[src/rtl/core/bet_pkg.sv]
package bet_pkg;

	// Default table size
	localparam int unsigned ENTRY_COUNT_DEF = 32;

	localparam int unsigned ACTION_W = 2;
	localparam int unsigned STATUS_W = 2;
	localparam int unsigned DATA_W   = 32;

	// Action codes
	localparam logic [ACTION_W-1:0] ACT_INSERT       = 2'd0;
	localparam logic [ACTION_W-1:0] ACT_LOOKUP_NAME  = 2'd1;
	localparam logic [ACTION_W-1:0] ACT_LOOKUP_VALUE = 2'd2;

	// Status codes
	localparam logic [STATUS_W-1:0] STAT_OK        = 2'd0;
	localparam logic [STATUS_W-1:0] STAT_NOT_FOUND = 2'd1;
	localparam logic [STATUS_W-1:0] STAT_DUPLICATE = 2'd2;
	localparam logic [STATUS_W-1:0] STAT_FULL      = 2'd3;

	// Controller states
	typedef enum logic [1:0] {
		S_IDLE,
		S_SCAN,
		S_RESOLVE
	} state_t;

	// Controller to datapath
	typedef struct packed {
		logic start;   // capture the transaction, rewind the scan
		logic scan;    // issue reads and compare slots
		logic finish;  // commit insert, load result register
	} dp_cmd_t;

	// Datapath to controller
	typedef struct packed {
		logic hit;       // compared slot matched
		logic last;      // last slot compared this cycle
		logic out_free;  // result register can take a new result
	} dp_sts_t;

endpackage

[src/rtl/core/bet_if.sv]
// Input transaction channel
interface bet_in_if;
	logic                                valid;
	logic                                ready;
	logic [bet_pkg::ACTION_W-1:0]        action;
	logic [bet_pkg::DATA_W-1:0]          name_hash;
	logic signed [bet_pkg::DATA_W-1:0]   entry_value;
	logic signed [bet_pkg::DATA_W-1:0]   default_value;

	modport source (output valid, output action, output name_hash, output entry_value,
		output default_value, input ready);
	modport sink (input valid, input action, input name_hash, input entry_value,
		input default_value, output ready);
endinterface

// Result transaction channel
interface bet_out_if;
	logic                                valid;
	logic                                ready;
	logic [bet_pkg::STATUS_W-1:0]        status;
	logic signed [bet_pkg::DATA_W-1:0]   result_value;
	logic [bet_pkg::DATA_W-1:0]          result_hash;

	modport source (output valid, output status, output result_value, output result_hash,
		input ready);
	modport sink (input valid, input status, input result_value, input result_hash,
		output ready);
endinterface

[src/rtl/core/bet_ctrl.sv]
module bet_ctrl (
	input  logic             clk,
	input  logic             arst_n,
	input  logic             in_valid,
	output logic             in_ready,
	output bet_pkg::dp_cmd_t cmd,
	input  bet_pkg::dp_sts_t sts
);
	import bet_pkg::*;

	state_t state_q;
	state_t state_d;

	// State register
	always_ff @(posedge clk or negedge arst_n) begin
		if (!arst_n) begin
			state_q <= S_IDLE;
		end else begin
			state_q <= state_d;
		end
	end

	// Next state
	always_comb begin
		state_d = state_q;
		unique case (state_q)
			S_IDLE: begin
				if (in_valid) state_d = S_SCAN;
			end
			S_SCAN: begin
				if (sts.hit || sts.last) state_d = S_RESOLVE;
			end
			S_RESOLVE: begin
				if (sts.out_free) state_d = S_IDLE;
			end
			default: state_d = S_IDLE;
		endcase
	end

	// Outputs
	always_comb begin
		in_ready   = 1'b0;
		cmd        = '0;
		unique case (state_q)
			S_IDLE: begin
				in_ready  = 1'b1;
				cmd.start = in_valid;
			end
			S_SCAN: begin
				cmd.scan = 1'b1;
			end
			S_RESOLVE: begin
				cmd.finish = sts.out_free;
			end
			default: ;
		endcase
	end

endmodule

[src/rtl/core/bet_datapath.sv]
module bet_datapath #(
	parameter int unsigned ENTRY_COUNT = bet_pkg::ENTRY_COUNT_DEF
) (
	input  logic                               clk,
	input  logic                               arst_n,
	input  bet_pkg::dp_cmd_t                   cmd,
	output bet_pkg::dp_sts_t                   sts,
	input  logic [bet_pkg::ACTION_W-1:0]       action,
	input  logic [bet_pkg::DATA_W-1:0]         name_hash,
	input  logic signed [bet_pkg::DATA_W-1:0]  entry_value,
	input  logic signed [bet_pkg::DATA_W-1:0]  default_value,
	bet_out_if.source                          out_ch
);
	import bet_pkg::*;

	localparam int unsigned IDX_W = (ENTRY_COUNT > 1) ? $clog2(ENTRY_COUNT) : 1;
	localparam logic [IDX_W-1:0] LAST_IDX = IDX_W'(ENTRY_COUNT - 1);

	// Slot storage; vld_q marks written slots, others read as zero
	logic [DATA_W-1:0] hash_mem [ENTRY_COUNT];
	logic [DATA_W-1:0] val_mem  [ENTRY_COUNT];
	logic [ENTRY_COUNT-1:0] vld_q;

	// Captured transaction
	logic [ACTION_W-1:0] action_q;
	logic [DATA_W-1:0]   hash_q;
	logic [DATA_W-1:0]   value_q;
	logic [DATA_W-1:0]   dflt_q;

	// Scan address and read stage
	logic [IDX_W-1:0]  addr_q;
	logic              issue_done_q;
	logic              rd_en;
	logic              rd_fire_s1;
	logic              rd_vld_s1;
	logic [IDX_W-1:0]  rd_idx_s1;
	logic [DATA_W-1:0] rd_hash_s1;
	logic [DATA_W-1:0] rd_val_s1;

	// Compare results
	logic [DATA_W-1:0] eff_hash;
	logic [DATA_W-1:0] eff_val;
	logic              match;
	logic              cmp_en;
	logic              found_q;
	logic              empty_found_q;
	logic [IDX_W-1:0]  empty_idx_q;
	logic [DATA_W-1:0] res_hash_q;
	logic [DATA_W-1:0] res_val_q;

	// Resolved result
	logic [STATUS_W-1:0] status_d;
	logic [DATA_W-1:0]   rvalue_d;
	logic [DATA_W-1:0]   rhash_d;
	logic                do_write;

	// Result register
	logic                out_valid_q;
	logic [STATUS_W-1:0] status_q;
	logic [DATA_W-1:0]   rvalue_q;
	logic [DATA_W-1:0]   rhash_q;

	// Transaction capture
	always_ff @(posedge clk) begin
		if (cmd.start) begin
			action_q <= action;
			hash_q   <= name_hash;
			value_q  <= entry_value;
			dflt_q   <= default_value;
		end
	end

	// Scan address counter
	assign rd_en = cmd.scan && !issue_done_q;

	always_ff @(posedge clk or negedge arst_n) begin
		if (!arst_n) begin
			addr_q       <= '0;
			issue_done_q <= 1'b0;
			rd_fire_s1   <= 1'b0;
			rd_vld_s1    <= 1'b0;
		end else begin
			rd_fire_s1 <= rd_en;
			if (rd_en) rd_vld_s1 <= vld_q[addr_q];
			if (cmd.start) begin
				addr_q       <= '0;
				issue_done_q <= 1'b0;
			end else if (rd_en) begin
				if (addr_q == LAST_IDX) begin
					issue_done_q <= 1'b1;
				end else begin
					addr_q <= addr_q + 1'b1;
				end
			end
		end
	end

	// Memory read port
	always_ff @(posedge clk) begin
		if (rd_en) begin
			rd_hash_s1 <= hash_mem[addr_q];
			rd_val_s1  <= val_mem[addr_q];
			rd_idx_s1  <= addr_q;
		end
	end

	// Memory write port
	always_ff @(posedge clk) begin
		if (do_write) begin
			hash_mem[empty_idx_q] <= hash_q;
			val_mem[empty_idx_q]  <= value_q;
		end
	end

	always_ff @(posedge clk or negedge arst_n) begin
		if (!arst_n) begin
			vld_q <= '0;
		end else if (do_write) begin
			vld_q[empty_idx_q] <= 1'b1;
		end
	end

	// Slot compare
	assign eff_hash = rd_vld_s1 ? rd_hash_s1 : '0;
	assign eff_val  = rd_vld_s1 ? rd_val_s1 : '0;
	assign cmp_en   = cmd.scan && rd_fire_s1;

	always_comb begin
		unique case (action_q)
			ACT_INSERT,
			ACT_LOOKUP_NAME:  match = (eff_hash == hash_q);
			ACT_LOOKUP_VALUE: match = (eff_val == value_q);
			default:          match = 1'b0;
		endcase
	end

	always_ff @(posedge clk or negedge arst_n) begin
		if (!arst_n) begin
			found_q       <= 1'b0;
			empty_found_q <= 1'b0;
		end else if (cmd.start) begin
			found_q       <= 1'b0;
			empty_found_q <= 1'b0;
		end else if (cmp_en) begin
			if (match) found_q <= 1'b1;
			if (eff_hash == '0) empty_found_q <= 1'b1;
		end
	end

	always_ff @(posedge clk) begin
		if (cmp_en) begin
			if (match) begin
				res_hash_q <= eff_hash;
				res_val_q  <= eff_val;
			end
			if (!empty_found_q && eff_hash == '0) empty_idx_q <= rd_idx_s1;
		end
	end

	assign sts.hit      = cmp_en && match;
	assign sts.last     = cmp_en && (rd_idx_s1 == LAST_IDX);
	assign sts.out_free = !out_valid_q || out_ch.ready;

	// Resolve the outcome
	always_comb begin
		status_d = STAT_NOT_FOUND;
		rvalue_d = '0;
		rhash_d  = '0;
		do_write = 1'b0;
		unique case (action_q)
			ACT_INSERT: begin
				if (found_q) begin
					status_d = STAT_DUPLICATE;
				end else if (empty_found_q) begin
					status_d = STAT_OK;
					do_write = cmd.finish;
				end else begin
					status_d = STAT_FULL;
				end
			end
			ACT_LOOKUP_NAME: begin
				status_d = found_q ? STAT_OK : STAT_NOT_FOUND;
				rvalue_d = found_q ? res_val_q : dflt_q;
			end
			ACT_LOOKUP_VALUE: begin
				status_d = found_q ? STAT_OK : STAT_NOT_FOUND;
				rhash_d  = found_q ? res_hash_q : '0;
			end
			default: ;
		endcase
	end

	// Result register
	always_ff @(posedge clk or negedge arst_n) begin
		if (!arst_n) begin
			out_valid_q <= 1'b0;
		end else if (cmd.finish) begin
			out_valid_q <= 1'b1;
		end else if (out_ch.ready) begin
			out_valid_q <= 1'b0;
		end
	end

	always_ff @(posedge clk) begin
		if (cmd.finish) begin
			status_q <= status_d;
			rvalue_q <= rvalue_d;
			rhash_q  <= rhash_d;
		end
	end

	assign out_ch.valid        = out_valid_q;
	assign out_ch.status       = status_q;
	assign out_ch.result_value = rvalue_q;
	assign out_ch.result_hash  = rhash_q;

endmodule

[src/rtl/core/bidirectional_enum_table_top.sv]
// Small associative table of ENTRY_COUNT slots, each holding a 32-bit name hash and a
// signed 32-bit value; a zero hash marks an empty slot and every slot is empty after
// reset. Insert fills the lowest empty slot (or reports a duplicate name or a full
// table), name lookup returns the lowest matching slot's value or the given default,
// and value lookup returns the lowest matching slot's hash or zero. Empty slots match
// like any other. The slots are read from memory one slot per cycle, and each read slot
// is compared in the registered stage behind the read; the scan stops at the first
// matching slot or after the last slot. One transaction is in flight at a time; the
// result register holds a result until it is taken, a finished scan waits while it is
// still full, and the next transaction is accepted once its result has been loaded.
module bidirectional_enum_table_top #(
	parameter int unsigned ENTRY_COUNT = bet_pkg::ENTRY_COUNT_DEF
) (
	input  logic      clk,
	input  logic      arst_n,
	bet_in_if.sink    in_ch,
	bet_out_if.source out_ch
);
	import bet_pkg::*;

	dp_cmd_t cmd;
	dp_sts_t sts;

	bet_ctrl u_ctrl (
		.clk      (clk),
		.arst_n   (arst_n),
		.in_valid (in_ch.valid),
		.in_ready (in_ch.ready),
		.cmd      (cmd),
		.sts      (sts)
	);

	bet_datapath #(
		.ENTRY_COUNT (ENTRY_COUNT)
	) u_datapath (
		.clk           (clk),
		.arst_n        (arst_n),
		.cmd           (cmd),
		.sts           (sts),
		.action        (in_ch.action),
		.name_hash     (in_ch.name_hash),
		.entry_value   (in_ch.entry_value),
		.default_value (in_ch.default_value),
		.out_ch        (out_ch)
	);

endmodule

[src/flat_wrapper.sv]
// flat-port wrapper written by rule: the top's interface ports become plain ports
module bidirectional_enum_table_top_flat import bet_pkg::*;
#(
	parameter int unsigned ENTRY_COUNT = bet_pkg::ENTRY_COUNT_DEF
)
  (clk, arst_n, in_ch_valid, in_ch_action, in_ch_name_hash, in_ch_entry_value, in_ch_default_value, in_ch_ready, out_ch_valid, out_ch_status, out_ch_result_value, out_ch_result_hash, out_ch_ready);
  bet_in_if in_ch_i ();
  bet_out_if out_ch_i ();
  input  logic clk;
  input  logic arst_n;
  input wire logic [$bits(in_ch_i.valid)-1:0] in_ch_valid;
  input wire logic [$bits(in_ch_i.action)-1:0] in_ch_action;
  input wire logic [$bits(in_ch_i.name_hash)-1:0] in_ch_name_hash;
  input wire logic [$bits(in_ch_i.entry_value)-1:0] in_ch_entry_value;
  input wire logic [$bits(in_ch_i.default_value)-1:0] in_ch_default_value;
  output wire logic [$bits(in_ch_i.ready)-1:0] in_ch_ready;
  output wire logic [$bits(out_ch_i.valid)-1:0] out_ch_valid;
  output wire logic [$bits(out_ch_i.status)-1:0] out_ch_status;
  output wire logic [$bits(out_ch_i.result_value)-1:0] out_ch_result_value;
  output wire logic [$bits(out_ch_i.result_hash)-1:0] out_ch_result_hash;
  input wire logic [$bits(out_ch_i.ready)-1:0] out_ch_ready;
  assign in_ch_i.valid = in_ch_valid;
  assign in_ch_i.action = in_ch_action;
  assign in_ch_i.name_hash = in_ch_name_hash;
  assign in_ch_i.entry_value = in_ch_entry_value;
  assign in_ch_i.default_value = in_ch_default_value;
  assign in_ch_ready = in_ch_i.ready;
  assign out_ch_valid = out_ch_i.valid;
  assign out_ch_status = out_ch_i.status;
  assign out_ch_result_value = out_ch_i.result_value;
  assign out_ch_result_hash = out_ch_i.result_hash;
  assign out_ch_i.ready = out_ch_ready;
  bidirectional_enum_table_top #(.ENTRY_COUNT(ENTRY_COUNT)) u_core (.clk(clk), .arst_n(arst_n), .in_ch(in_ch_i), .out_ch(out_ch_i));
endmodule
[config.mk]
export PLATFORM = sky130hd
export DESIGN_NAME = bidirectional_enum_table_top_flat
export DESIGN_NICKNAME = d
export VERILOG_FILES = /design/src/rtl/core/bet_pkg.sv /design/src/rtl/core/bet_if.sv /design/src/rtl/core/bet_ctrl.sv /design/src/rtl/core/bet_datapath.sv /design/src/rtl/core/bidirectional_enum_table_top.sv /design/src/flat_wrapper.sv
export SDC_FILE = /design/constraint.sdc
export NUM_CORES = 2
export LEC_CHECK = 0
export ABC_CLOCK_PERIOD_IN_PS = 9300
export BUFFER_PORTS_ARGS = -buffer_cell sky130_fd_sc_hd__buf_2
export CAP_MARGIN = 20
export CORE_ASPECT_RATIO = 1.75
export CORE_MARGIN = 1
export CORE_UTILIZATION = 31
export DETAILED_ROUTE_END_ITERATION = 7
export PLACE_DENSITY = 0.45
export SETUP_SLACK_MARGIN = 0.4
export SYNTH_ARGS = -nofsm -noshare
export SYNTH_HDL_FRONTEND = slang
export SYNTH_SLANG_ARGS = --single-unit
[constraint.sdc]
create_clock -name clk -period 9.3 [get_ports clk]
set_input_delay 1.395 -clock clk [delete_from_list [all_inputs] [get_ports clk]]
set_output_delay 1.395 -clock clk [all_outputs]
set_load 0.05 [all_outputs]
==> results.txt <==
Clock-pin slew was measured on the worst setup and hold paths at 70 ps. Startpoint-to-endpoint class of the critical path: reg2reg. Number of instances in the synthesized netlist: 3808. The synthesized design contains 2395 register bits.

The sum of negative setup slack is 0 ps. In the synthesized netlist the dominant register cell turns out to be edfxtp_1. From bottom edge to top edge, the die measures 719.0 um. TritonCTS built the clock tree.

The number of port buffers works out to 169. The final-report hold violation count was 0; the leakage component of the power was 0.03287 uW. CTS built an H-tree with a depth of 4.

Setup violations remaining at the end of the flow were counted as 0. For this design the ratio of total power to cell area is 277.5 nW/um^2. In this run the post-CTS setup repair buffer count came out at 0. Measured against its own limit, the worst slew margin works out to 24.78%. Setup repair after global routing left no endpoint under its margin. By instance count, the leading cell after synthesis is edfxtp_1. Of all flip-flops after synthesis, the portion carrying an async set or reset was 1.879%.

The run gives 97600 um^2 as the placed standard-cell area. The number of filler cells placed in the layout came out at 26520. Across the VDD grid, the largest voltage drop is 0.3114 mV. The tools report the maximum buffer depth of the clock tree as 4. The tools report the final wirelength as 270.3 mm. Synthesis produced a netlist with a net count of 3916.

STA puts the critical path data arrival time at 5250 ps. Half-perimeter wire length after detailed placement: 148.6 mm. Max-cap violations in this run came to 0.

The initial utilization of the core area, before any placement, comes to 31.25%. The flow ran to the end, and the final reports show no timing, DRC or antenna violations. The count of nets left with antenna violations once routing finished came out at 0. After global routing the overflow that remains totals 0. STA classifies the critical path startpoint as a flop.

The first global-routing pass estimated 372.7 mm of wire. Counting flops with a built-in enable in the synthesized netlist gives 2350. The number of antenna violations at the first check in global routing is 15. Post-CTS repair changed the size of 0 cells. The required time of the critical path came out at 9850 ps.

The logs give 0 for the number of hold buffers added after CTS and 0.2126 GHz for the fmax. For the unique cell type count in the Yosys netlist, the log shows 48. Before antenna repair, the detailed router went through 7 iterations. The tools report the kind of capture point of the worst setup path as a flop.

Dividing the detail-routed via count by the number of cells gives 5.114. By area the synthesized netlist is led by edfxtp_1 77%, mux4_2 16%, dfrtp_1 1.2%, mux2_2 0.79%, clkbuf_1 0.41%. In this run the biggest area consumer among cell types represents 77.49% of the synthesized area. The number of primary I/O pins is 170, and the width of the die is 411.7 um. The run gives 2395 as the clock sink count. In this run the worst hold path is classified as reg2reg. The fraction of layout cells with a size suffix above 1 came out at 33.53%. For the worst-skew pair, the clock arrives at the later sink with an insertion delay of 910 ps. For this run, the number of Yosys warnings is 0.

The average instance in the mapped netlist occupies 23.92 um^2. The logs give 0 for the remaining design rule violation count and 44610 for the number of global-route vias before repair. Summing all non-filler instances in the final layout gives an area of 105100 um^2. The core region area was 291400 um^2; the relative area change from synthesis to final layout was 15.37%. The congestion estimate from routability-driven global placement came to 0.7674. The total count of max-transition violations in the final report is 0, and the maximum fanout along the worst path is 55. Of the synthesized area, sequential elements account for 78.72%. For the pin with the worst max-slew slack, the measured transition is 1128 ps.

The first routing iteration left 4034 violations. Maximum number of pins on one net before global-route repair: 104. The worst path uses 50.57% of the clock period. The number of buffers inserted during clock tree synthesis is 234. The total power draw is 29160 uW, and the average detailed-routed wire length per instance is 32.91 um.

The post-layout minimum cycle time works out to 4703 ps. The tightest hold path in the finished design has a slack of 452.9 ps. The run gives 91070 um^2 as the netlist area before placement. Global routing used 18.15% of the available tracks across all layers.

Ranked by instance count, the synthesized netlist is headed by 2350 x edfxtp_1, 650 x mux4_2, 99 x clkbuf_1, 83 x nor2_1, 64 x mux2_2. The run gives 63.95 ps as the worst-case clock skew. The largest registers in the layout are u_core.u_datapath.hash_mem: 1024 flops, u_core.u_datapath.val_mem: 1024 flops.

The detailed router placed 42010 vias in this run. Most area-hungry cell type in the Yosys netlist: edfxtp_1. The final layout contains 4312 nets. The tree is rooted in a clkbuf_16.

The floorplan has 262 rows. For the area of the die, the log shows 296000 um^2.
final cells by class:
class	instances	area, um^2	area share (%)
inverter	37	138.9	0.1322
tap	3828	4790	4.559
multi-input combinational	1192	18670	17.77
clock inverter	127	1115	1.061
antenna	3	7.507	0.007145
sequential	2395	71720	68.26
clock buffer	289	6186	5.888
timing repair buffer	344	2445	2.327
kinds of logic (layout without fill, tap and decap cells):
family	count (synthesis)	in the layout	share of synthesized area (%)
buffers and inverters	221	797	1.073
multiplexers	749	749	17.25
AND/OR/NAND/NOR	325	325	1.962
AO/OA/AOI/OAI	93	93	0.7254
adder cells (fa/ha/maj)	6	6	0.08243
XOR/XNOR	19	19	0.1827
other	0	3	0
flip-flops	2395	2395	78.72
cell usage in the layout (no fill, tap or decap), types with 7 or more instances in the layout:
cell and n:
edfxtp_1 2350, mux4_2 650, clkbuf_16 237, buf_2 169, buf_4 157, mux2_2 64
nor2_1 50, clkinv_2 48, clkbuf_1 46, and2_1 45, nor2b_1 41, dfrtp_1 38
inv_1 37, mux2i_1 35, clkinv_1 35, or2_2 34, nor2_4 33, and3_1 33
o21ai_0 23, nor4_1 19, nand2_1 17, xnor2_1 16, bufinv_16 16, nand4_1 15
nand3_1 13, o22ai_1 11, a22oi_1 11, clkinvlp_4 10, buf_12 10, a2bb2oi_1 9
nand2b_1 8, nand4b_1 8, buf_16 8, clkinv_4 7, dfrtp_4 7
critical path, cell delays in order (launching register included):
cell and delay (ps):
dfrtp_4 700, inv_1 140, buf_4 410, nor2_1 100, o32ai_1 800, o21ai_0 200, nor4_1 980, a31o_4 510
buf_16 310
through the flow:
stage                     instances  utilization, %  setup WS (ps)
after floorplan                3808               -          793.0
after global placement         7786           33.46           4463
after detailed placement       7790           33.49           4447
after CTS                      8206           36.00           4399
after global routing           8213           36.05           4574
final                          8215           36.05           4597
layer usage:
metal  global-route usage [%]  vias to the layer above  routed length [um]
li1                         -                    17020                   -
met1                    22.49                    23430              107100
met2                    33.01                     1190              144900
met3                    2.259                      379               11240
met4                    4.800                        0                7088
met5                        0                        -                   0
report_power, final:
part / switching (uW) / internal [uW] / total, uW
Combinational: 3560 / 3250 / 6810
Clock: 4190 / 5150 / 9340
Sequential: 585 / 12400 / 13000
Total: 8340 / 20800 / 29200
final timing paths:
path | from | end | slack, ps | cells past startpoint
worst max-delay path | u_core.u_datapath.rd_vld_s1 | u_core.u_datapath.res_val_q[29] | 4600 | 8
worst min-delay path | u_core.u_datapath.rd_idx_s1[1] | u_core.u_datapath.empty_idx_q[1] | 450 | 0
worst max register to register | u_core.u_datapath.rd_vld_s1 | u_core.u_datapath.res_val_q[29] | 4600 | 8
worst min register to register | u_core.u_datapath.rd_idx_s1[1] | u_core.u_datapath.empty_idx_q[1] | 450 | 0
max in group asynchronous | arst_n | u_core.u_datapath.found_q | 8020 | 2
min in group asynchronous | arst_n | u_core.u_datapath.vld_q[17] | 630 | 2
Note: power is estimated with default switching activity, not from simulation.
